===== src/rtl/mcms_pkg.sv =====
package mcms_pkg;

    // Command codes carried by a request.
    typedef enum logic [1:0] {
        CMD_SAMPLE    = 2'd0,
        CMD_CLEAR     = 2'd1,
        CMD_CLEAR_ALL = 2'd2,
        CMD_READ      = 2'd3
    } t_cmd;

    // Work decided at the front for each request, finished at the result stage.
    typedef enum logic [2:0] {
        OP_NONE      = 3'd0,
        OP_FILL      = 3'd1,
        OP_SLOPE     = 3'd2,
        OP_READ      = 3'd3,
        OP_CLEAR_ONE = 3'd4,
        OP_CLEAR_ALL = 3'd5
    } t_op;

    // Wide enough for the largest supported channel count.
    localparam int CH_IDX_W = 6;

    // Reset value of the fill slope register, Q16.16 (about 0.002).
    localparam logic signed [31:0] FILL_SLOPE_RST = 32'sd131;

    typedef struct packed {
        t_cmd               cmd;
        logic [2:0]         channel;
        logic signed [31:0] sample_value;
    } t_in;

    typedef struct packed {
        logic signed [31:0] slope;
        logic               window_full;
    } t_out;

    // Control that follows a request down the pipeline.
    typedef struct packed {
        t_op                 op;
        logic [CH_IDX_W-1:0] ch;
        logic                full;
    } t_ctl;

    // First pipeline stage as seen by the rest of the block.
    typedef struct packed {
        logic               valid;
        t_ctl               ctl;
        logic signed [31:0] sample;
    } t_s1;

endpackage


===== src/rtl/multi_channel_moving_slope_unit.sv =====
// Path: a request passes the first stage register, two divider stages and the result register.
// Throughput: one request per cycle; the front, two divider stages and the
// result register move together and hold whenever a result waits to be taken.
// Reset: synchronous, active low; clears fill counts, ring positions, stored
// slopes and pipeline valids, and loads fill_slope with 131. The sample ring
// memory is not cleared; an entry is only used for a slope after it has been written.
module multi_channel_moving_slope_unit import mcms_pkg::*; #(
    parameter int WINDOW   = 16,
    parameter int CHANNELS = 8
) (
    input  logic        i_clk,
    input  logic        i_rst_n,
    input  logic        i_in_valid,
    output logic        o_in_ready,
    input  t_in         i_in_data,
    output logic        o_out_valid,
    input  logic        i_out_ready,
    output t_out        o_out_data,
    input  logic        i_cfg_we,
    input  logic [31:0] i_cfg_wdata
);

    localparam int CW = (CHANNELS > 1) ? $clog2(CHANNELS) : 1;

    logic               w_adv;
    logic               w_accept;
    t_s1                w_s1;
    logic [31:0]        w_old;
    logic signed [31:0] w_quot;

    logic               r_ca_valid;
    t_ctl               r_ca;
    logic               r_cb_valid;
    t_ctl               r_cb;
    logic               r_out_valid;
    t_out               r_out;
    logic signed [31:0] r_fill_slope;
    logic signed [31:0] r_slope [CHANNELS];

    logic [CW-1:0]      w_cidx;
    t_out               n_out;
    logic               w_st_we;
    logic signed [31:0] w_st_val;
    logic               w_st_clr_all;

    // The whole pipeline advances when the result register is free or drained.
    assign w_adv      = !r_out_valid || i_out_ready;
    assign w_accept   = i_in_valid && w_adv;
    assign o_in_ready = w_adv;

    mcms_front #(
        .WINDOW   (WINDOW),
        .CHANNELS (CHANNELS)
    ) u_front (
        .i_clk    (i_clk),
        .i_rst_n  (i_rst_n),
        .i_accept (w_accept),
        .i_adv    (w_adv),
        .i_in     (i_in_data),
        .o_s1     (w_s1),
        .o_old    (w_old)
    );

    mcms_div #(
        .WINDOW (WINDOW)
    ) u_div (
        .i_clk  (i_clk),
        .i_adv  (w_adv),
        .i_new  (w_s1.sample),
        .i_old  (w_old),
        .o_quot (w_quot)
    );

    // Fill slope configuration register.
    always_ff @(posedge i_clk) begin
        if (!i_rst_n) begin
            r_fill_slope <= FILL_SLOPE_RST;
        end else if (i_cfg_we) begin
            r_fill_slope <= i_cfg_wdata;
        end
    end

    // Control travels alongside the two divider stages.
    always_ff @(posedge i_clk) begin
        if (!i_rst_n) begin
            r_ca_valid <= 1'b0;
            r_cb_valid <= 1'b0;
        end else if (w_adv) begin
            r_ca_valid <= w_s1.valid;
            r_cb_valid <= r_ca_valid;
        end
    end

    always_ff @(posedge i_clk) begin
        if (w_adv) begin
            r_ca <= w_s1.ctl;
            r_cb <= r_ca;
        end
    end

    assign w_cidx = r_cb.ch[CW-1:0];

    // Finish the request: pick the slope and the slope store update.
    always_comb begin
        n_out.slope       = '0;
        n_out.window_full = r_cb.full;
        w_st_we           = 1'b0;
        w_st_val          = '0;
        w_st_clr_all      = 1'b0;
        case (r_cb.op)
            OP_FILL: begin
                n_out.slope = r_fill_slope;
                w_st_we     = 1'b1;
                w_st_val    = r_fill_slope;
            end
            OP_SLOPE: begin
                n_out.slope = w_quot;
                w_st_we     = 1'b1;
                w_st_val    = w_quot;
            end
            OP_READ: begin
                n_out.slope = r_slope[w_cidx];
            end
            OP_CLEAR_ONE: begin
                w_st_we = 1'b1;
            end
            OP_CLEAR_ALL: begin
                w_st_clr_all = 1'b1;
            end
            default: begin
                n_out.slope = '0;
            end
        endcase
    end

    // Per-channel slope store, updated in request order at the result stage.
    always_ff @(posedge i_clk) begin
        if (!i_rst_n) begin
            for (int c = 0; c < CHANNELS; c++) begin
                r_slope[c] <= '0;
            end
        end else if (w_adv && r_cb_valid) begin
            if (w_st_clr_all) begin
                for (int c = 0; c < CHANNELS; c++) begin
                    r_slope[c] <= '0;
                end
            end else if (w_st_we) begin
                r_slope[w_cidx] <= w_st_val;
            end
        end
    end

    // Result register.
    always_ff @(posedge i_clk) begin
        if (!i_rst_n) begin
            r_out_valid <= 1'b0;
        end else if (w_adv) begin
            r_out_valid <= r_cb_valid;
        end
    end

    always_ff @(posedge i_clk) begin
        if (w_adv) begin
            r_out <= n_out;
        end
    end

    assign o_out_valid = r_out_valid;
    assign o_out_data  = r_out;

`ifndef SYNTHESIS
    // An accepted request always lands in the first stage.
    a_accept_to_s1: assert property (@(posedge i_clk) disable iff (!i_rst_n)
        (i_in_valid && o_in_ready) |=> w_s1.valid)
        else $error("accepted request missing from first stage");

    // A computed slope only happens on a channel with a full window.
    a_slope_full: assert property (@(posedge i_clk) disable iff (!i_rst_n)
        (r_cb_valid && (r_cb.op == OP_SLOPE)) |-> r_cb.full)
        else $error("slope computed on a partial window");

    // Clears and ignored requests never report a full window.
    a_clear_empty: assert property (@(posedge i_clk) disable iff (!i_rst_n)
        (r_cb_valid && ((r_cb.op == OP_CLEAR_ONE) || (r_cb.op == OP_CLEAR_ALL) ||
                        (r_cb.op == OP_NONE))) |-> !r_cb.full)
        else $error("clear or ignored request reports a full window");

    // With the result register empty the block must take a request.
    a_ready_when_free: assert property (@(posedge i_clk) disable iff (!i_rst_n)
        !o_out_valid |-> o_in_ready)
        else $error("request refused while result register is empty");
`endif

endmodule


===== src/rtl/mcms_front.sv =====
module mcms_front import mcms_pkg::*; #(
    parameter int WINDOW   = 16,
    parameter int CHANNELS = 8
) (
    input  logic        i_clk,
    input  logic        i_rst_n,
    input  logic        i_accept,
    input  logic        i_adv,
    input  t_in         i_in,
    output t_s1         o_s1,
    output logic [31:0] o_old
);

    localparam int CW    = (CHANNELS > 1) ? $clog2(CHANNELS) : 1;
    localparam int PW    = (WINDOW > 1) ? $clog2(WINDOW) : 1;
    localparam int CNTW  = $clog2(WINDOW + 1);
    localparam int AW    = CW + PW;
    localparam int DEPTH = CHANNELS << PW;

    logic [CNTW-1:0]    r_cnt [CHANNELS];
    logic [PW-1:0]      r_pos [CHANNELS];
    logic [31:0]        r_mem [DEPTH];
    logic [31:0]        r_old;
    logic               r_s1_valid;
    t_ctl               r_s1_ctl;
    logic signed [31:0] r_s1_smp;

    logic [CW-1:0]   w_idx;
    logic            w_ch_ok;
    logic [CNTW-1:0] w_cur_cnt;
    logic [PW-1:0]   w_cur_pos;
    logic            w_was_full;
    logic [CNTW-1:0] n_cnt;
    logic [PW-1:0]   n_pos;
    logic [AW-1:0]   w_addr;
    logic            w_wr;
    logic            w_clr_one;
    logic            w_clr_all;
    t_ctl            n_ctl;

    assign w_idx      = CW'(i_in.channel);
    assign w_ch_ok    = (32'(i_in.channel) < 32'(CHANNELS));
    assign w_cur_cnt  = r_cnt[w_idx];
    assign w_cur_pos  = r_pos[w_idx];
    assign w_was_full = (w_cur_cnt == CNTW'(WINDOW));
    assign w_addr     = {w_idx, w_cur_pos};

    // Count saturates at a full window; the ring position wraps at WINDOW.
    assign n_cnt = w_was_full ? w_cur_cnt : w_cur_cnt + CNTW'(1);
    assign n_pos = (w_cur_pos == PW'(WINDOW - 1)) ? '0 : w_cur_pos + PW'(1);

    // Decode the request into its channel update and the pipeline operation.
    always_comb begin
        w_wr      = 1'b0;
        w_clr_one = 1'b0;
        w_clr_all = 1'b0;
        n_ctl     = '{op: OP_NONE, ch: CH_IDX_W'(i_in.channel), full: 1'b0};
        if (i_in.cmd == CMD_CLEAR_ALL) begin
            w_clr_all = 1'b1;
            n_ctl.op  = OP_CLEAR_ALL;
        end else if (w_ch_ok) begin
            unique case (i_in.cmd)
                CMD_CLEAR: begin
                    w_clr_one = 1'b1;
                    n_ctl.op  = OP_CLEAR_ONE;
                end
                CMD_SAMPLE: begin
                    w_wr       = 1'b1;
                    n_ctl.op   = w_was_full ? OP_SLOPE : OP_FILL;
                    n_ctl.full = (n_cnt == CNTW'(WINDOW));
                end
                CMD_READ: begin
                    n_ctl.op   = OP_READ;
                    n_ctl.full = w_was_full;
                end
                default: begin
                    n_ctl.op = OP_NONE;
                end
            endcase
        end
    end

    // Per-channel fill count and ring position.
    always_ff @(posedge i_clk) begin
        if (!i_rst_n) begin
            for (int c = 0; c < CHANNELS; c++) begin
                r_cnt[c] <= '0;
                r_pos[c] <= '0;
            end
        end else if (i_accept) begin
            if (w_clr_all) begin
                for (int c = 0; c < CHANNELS; c++) begin
                    r_cnt[c] <= '0;
                    r_pos[c] <= '0;
                end
            end else if (w_clr_one) begin
                r_cnt[w_idx] <= '0;
                r_pos[w_idx] <= '0;
            end else if (w_wr) begin
                r_cnt[w_idx] <= n_cnt;
                r_pos[w_idx] <= n_pos;
            end
        end
    end

    // Sample ring memory: the old entry is read in the same cycle it is replaced.
    always_ff @(posedge i_clk) begin
        if (i_accept) begin
            r_old <= r_mem[w_addr];
        end
        if (i_accept && w_wr) begin
            r_mem[w_addr] <= i_in.sample_value;
        end
    end

    // First stage register.
    always_ff @(posedge i_clk) begin
        if (!i_rst_n) begin
            r_s1_valid <= 1'b0;
        end else if (i_adv) begin
            r_s1_valid <= i_accept;
        end
    end

    always_ff @(posedge i_clk) begin
        if (i_adv) begin
            r_s1_ctl <= n_ctl;
            r_s1_smp <= i_in.sample_value;
        end
    end

    assign o_s1  = '{valid: r_s1_valid, ctl: r_s1_ctl, sample: r_s1_smp};
    assign o_old = r_old;

endmodule


===== src/rtl/mcms_div.sv =====
module mcms_div import mcms_pkg::*; #(
    parameter int WINDOW = 16
) (
    input  logic               i_clk,
    input  logic               i_adv,
    input  logic signed [31:0] i_new,
    input  logic signed [31:0] i_old,
    output logic signed [31:0] o_quot
);

    localparam bit IS_POW2 = ((WINDOW & (WINDOW - 1)) == 0);

    logic [32:0] w_fwd;
    logic [32:0] w_rev;
    logic [32:0] r_mag;
    logic        r_neg;
    logic        r_neg_b;
    logic [32:0] w_q;
    logic [33:0] w_sv;

    // Both differences side by side; the sign of one picks the magnitude.
    assign w_fwd = {i_new[31], i_new} - {i_old[31], i_old};
    assign w_rev = {i_old[31], i_old} - {i_new[31], i_new};

    always_ff @(posedge i_clk) begin
        if (i_adv) begin
            r_neg <= w_fwd[32];
            r_mag <= w_fwd[32] ? w_rev : w_fwd;
        end
    end

    generate
        if (IS_POW2) begin : g_shift
            localparam int LOG = $clog2(WINDOW);
            logic [32:0] r_q;

            // Division by a power of two is a plain shift of the magnitude.
            always_ff @(posedge i_clk) begin
                if (i_adv) begin
                    r_q     <= r_mag >> LOG;
                    r_neg_b <= r_neg;
                end
            end

            assign w_q = r_q;
        end else begin : g_recip
            localparam logic [31:0] RECIP = 32'((64'd1 << 33) / 64'(WINDOW));
            localparam logic [8:0]  WIN   = 9'(WINDOW);
            logic [64:0] w_prod;
            logic [31:0] r_est;
            logic [32:0] r_mag_b;
            logic [40:0] w_back;
            logic [40:0] w_rem;

            // Reciprocal estimate, at most one below the true quotient.
            assign w_prod = r_mag * RECIP;

            always_ff @(posedge i_clk) begin
                if (i_adv) begin
                    r_est   <= w_prod[64:33];
                    r_mag_b <= r_mag;
                    r_neg_b <= r_neg;
                end
            end

            // One compare and step fixes the estimate.
            assign w_back = r_est * WIN;
            assign w_rem  = {8'd0, r_mag_b} - w_back;
            assign w_q    = (w_rem >= 41'(WINDOW)) ? 33'(r_est) + 33'd1 : 33'(r_est);
        end
    endgenerate

    // Restore the sign (truncation toward zero) and saturate to 32 bits.
    assign w_sv = r_neg_b ? -{1'b0, w_q} : {1'b0, w_q};

    always_comb begin
        if ((w_sv[33:31] == 3'b000) || (w_sv[33:31] == 3'b111)) begin
            o_quot = w_sv[31:0];
        end else if (w_sv[33]) begin
            o_quot = 32'sh8000_0000;
        end else begin
            o_quot = 32'sh7FFF_FFFF;
        end
    end

endmodule

===== config.mk =====
export PLATFORM = sky130hd
export DESIGN_NAME = multi_channel_moving_slope_unit
export DESIGN_NICKNAME = d
export VERILOG_FILES = /design/src/rtl/mcms_pkg.sv /design/src/rtl/multi_channel_moving_slope_unit.sv /design/src/rtl/mcms_front.sv /design/src/rtl/mcms_div.sv
export SDC_FILE = /design/constraint.sdc
export NUM_CORES = 2
export LEC_CHECK = 0
export BUFFER_PORTS_ARGS = -buffer_cell sky130_fd_sc_hd__buf_4
export CAP_MARGIN = 20
export CORE_MARGIN = 2
export CORE_UTILIZATION = 35
export CTS_CLUSTER_DIAMETER = 200
export DETAILED_ROUTE_END_ITERATION = 10
export GPL_TIMING_DRIVEN = 0
export PLACE_DENSITY = 0.48
export REMOVE_ABC_BUFFERS = 1
export SLEW_MARGIN = 20
export SYNTH_ARGS = -nofsm -noshare
export SYNTH_HDL_FRONTEND = slang
export SYNTH_MEMORY_MAX_BITS = 65536
export SYNTH_SLANG_ARGS = --single-unit

===== constraint.sdc =====
create_clock -name i_clk -period 10.5 [get_ports i_clk]
set_input_delay 1.05 -clock i_clk [delete_from_list [all_inputs] [get_ports i_clk]]
set_output_delay 1.05 -clock i_clk [all_outputs]
set_load 0.02 [all_outputs]

==> impl_results.md <==
- Drc violations: 0
- Number of fill cells: 46,400
- F_max: between 0.1 and 0.15 GHz
- Final setup viols: 0
- Syn avg cell area: roughly 16 um^2
- Hold WC Path Type: in2reg
- Final antenna-violating net count: 0
- Nets: 12,200
- Initial Util: a little over a third
- Largest net degree at the start of global routing: 110
- CTS Root Cell: clkbuf_16
- Max VDD drop: roughly 0.18 mV
- Reg2reg end: u_front.o_old[23]$_DFFE_PP_
- GRT Util Overall: 20.6%
- Flop-to-flop setup slack: just over 3 ns
- Pleak: 71.9 nW
- Crit path arrival time: ~8.6 ns
- Wirelength, routed: about 560,000 um
- Run status: completed
- Post-synthesis sequential area ratio: around 75%
- Area Growth Syn to Fin: 19.2%
- Period minus WS final: about 7.9 ns
- Cells after Synth: between 10,000 and 15,000
- PortBufs: approximately 110
- GR peak layer: met2
- DRT iter0 DRCs: 11,100
- Dominant cells by area after synthesis: edfxtp_1, mux4_2, nand2_1, mux2i_1, a211oi_1
- GRT overflow: 0
- Vias in the first global route: 107,000
- Syn. warnings: 0
- CTS buffer count: around 520
- Vias post-DR: 108,000
- Least-Margin Pin Slew: approximately 1.1 ns
- Most frequent cell after synthesis: edfxtp_1
- PD cells: ~190 nW/um^2
- Hold_sp: i_cfg_wdata[7]
- Die Ht: between 700 and 800 um
- First-pass GRT wire length: about 790,000 um
- Clock Skew: roughly 0.056 ns
- Met2 GRT Util: between 30 and 40%
- Rows: 266
- RSZ-0062 raised after global routing: no
- Die X: between 700 and 800 um
- Post-synthesis cell type count: 95
- Setup CP Type: in2reg
- DR WL/cell: 28.8 um
- Max Cap Viol: 0
- Worst-path maximum fanout: between 50 and 60
- Clk slew on worst S/H paths: ~0.05 ns
- Share of cells above drive strength 1: ~15%
- Die area: 533,000 um^2
- I/O pin total: 109
- Slowest CP cell: nor3_1
- Vias per Instance: 5.53
- Startpoint types: input port
- Grt met3 use: roughly 2.8%
- Place WS: ~1.3 ns
- Synth Cell Area: between 150,000 and 200,000 um^2
- Worst-Skew Late Latency: about 1.1 ns
- Clock buffer depth: 4
- # H-tree levels: 6
- CTS tree: built
- Slowest cell delay on critical path: ~0.84 ns
- Antenna violations before repair: 27
- M1 GR Usage: approximately 28%
- Asr flop ratio synth: 0%
- Post-synth top area cell: edfxtp_1
- Fin worst setup slack: about 2.6 ns
- Setup crit end kind: register
- Worst Reg-to-Reg Cells: 19
- EDFF count, synth: roughly 4,600
- Final Max Tran Viols: 0
- Core area: between 500,000 and 600,000 um^2
- Top cells by count, synth: edfxtp_1, nand2_1, nor2_1
- Hold Crit Endpoint: r_fill_slope[7]$_SDFFE_PN1P_
- Post-CTS setup buffers: 0
- Critical Path, Cell by Cell: buf_4, nand2b_2, buf_16, o22ai_4, buf_16, nor2_4, buf_16, buf_16, buf_12, inv_8, buf_16, buf_16, buf_16, nor2_4, buf_12, buf_16, buf_12, nand3_4, o22ai_1, or4_1, nor3_1, o221ai_1
- CTS Hold Bufs: 0
- Yosys top cell area share: between 70 and 80%
- DR pass1 iterations: 5
- CP required: roughly 11 ns
- Clock sink count: around 4,600
- CTS resizes: 0
- Register bit count reported by yosys: approximately 4,600
- Setup TNS Final: 0 ns
- Prevailing post-synth register cell: edfxtp_1
- Tcrit/Tclk final: around 76%
- Critical R2R Launch: u_front.r_pos[1][0]$_SDFFCE_PN0P_
- Gpl congestion: ~0.79
- Rel. slew slack: between 20% and 30%
- Critical path's most frequent cell: buf_16
- Hold Path Cell Cnt: 3
- Final Hold Viols: 0
- Post-DP HPWL: approximately 360,000 um
## report_power, final
group	internal (W)	leakage (nW)	switching (W)
sequential	0.0207	42.5	0.000160
clock	0.00997	7.91	0.00756
combinational	0.00144	21.5	0.00284
## placed cells by master (no fill, tap or decap), drive strengths merged, types with 75 or more instances in the layout
master  netlist  layout
a31oi       102     102
clkinv        2     203
o22ai       164     164
and3        329     329
inv         121     156
nor3        108     108
mux2i       502     502
mux4        325     325
edfxtp     4602    4602
clkbuf      477     659
nand3       443     443
buf         310     610
o21ai       167     167
a21oi       330     330
a211oi      326     326
nand4        75      75
a311oi      192     192
nor2        568     568
nand2      1846    1846
## cell families after synthesis
group	Yosys count	synth area share (%)
DFF	4641	75.4
and+or+nand+nor	3518	8.36
AOI/OAI and AO/OA	1711	6.65
buffers and inverters	910	2.11
muxes	835	6.75
adders and majority gates	71	0.482
xor gates and xnor gates	61	0.290
## layer usage
metal / routed length [um] / share of wire (%) / vias up
met5: 23 / 0.0041 / -
li1: - / - / 46600
met3: 35700 / 6.4 / 820
met1: 234000 / 42 / 56500
met4: 20500 / 3.7 / 4
met2: 271000 / 48 / 3799
## through the flow
stage                     total power [W]  instance area [um^2]  hold WS [ns]  util [%]  cells
final                              0.0426                220000         0.221      41.9  19500
after global routing               0.0440                220000         0.180      41.9  19500
after CTS                          0.0430                220000         0.132      41.9  19500
after detailed placement           0.0255                203000         0.405      38.8  18500
after global placement             0.0265                191000         0.402      36.3  18000
after floorplan                    0.0250                181000         0.400         -  11000
## registers in the layout (all words and copies together), names as in the netlist, 6 cells and up, named ones only
signal             cells
o_out_data            33
u_div.r_mag           29
u_front.r_s1_smp      32
u_front.o_old         32
u_div.g_shift.r_q     29
r_cb                   6
r_fill_slope          32
u_front.r_pos         32
u_front.r_cnt         40
r_slope              256
u_front.o_s1           7
u_front.r_mem       4096
r_ca                   7
## how the worst max path moves through the flow
stage,startpoint,to,slack [ns],cells past startpoint
after floorplan,i_in_data[34],u_front.r_mem[115][0]$_DFFE_PP_,-42.58,6
after global placement,i_in_data[32],u_front.r_mem[2][19]$_DFFE_PP_,-141.50,7
after detailed placement,i_in_data[32],u_front.o_old[22]$_DFFE_PP_,1.32,19
after CTS,i_in_data[32],u_front.o_old[22]$_DFFE_PP_,2.47,19
after global routing,i_in_data[34],u_front.o_old[7]$_DFFE_PP_,2.36,22
final,i_in_data[34],u_front.o_old[7]$_DFFE_PP_,2.55,22
## critical path, delay by kind of cell
| family | cells | cell delay (ns) |
|---|---|---|
| buf+inv | 13 | 3.54 |
| compound gates | 3 | 0.75 |
| simple gates | 6 | 2.77 |
## layout make-up
cell class	instances	area [um^2]	area share [%]
diodes	9	22.5	0.0102
clock buffers	659	13800	6.29
clock inverters	271	2500	1.14
inverters	123	480	0.219
multi-input cells	6196	43100	19.6
flip-flops and latches	4641	139000	63.2
well taps	6968	8720	3.97
repair buffers	610	12200	5.53
(Power assumes the default switching activity.)
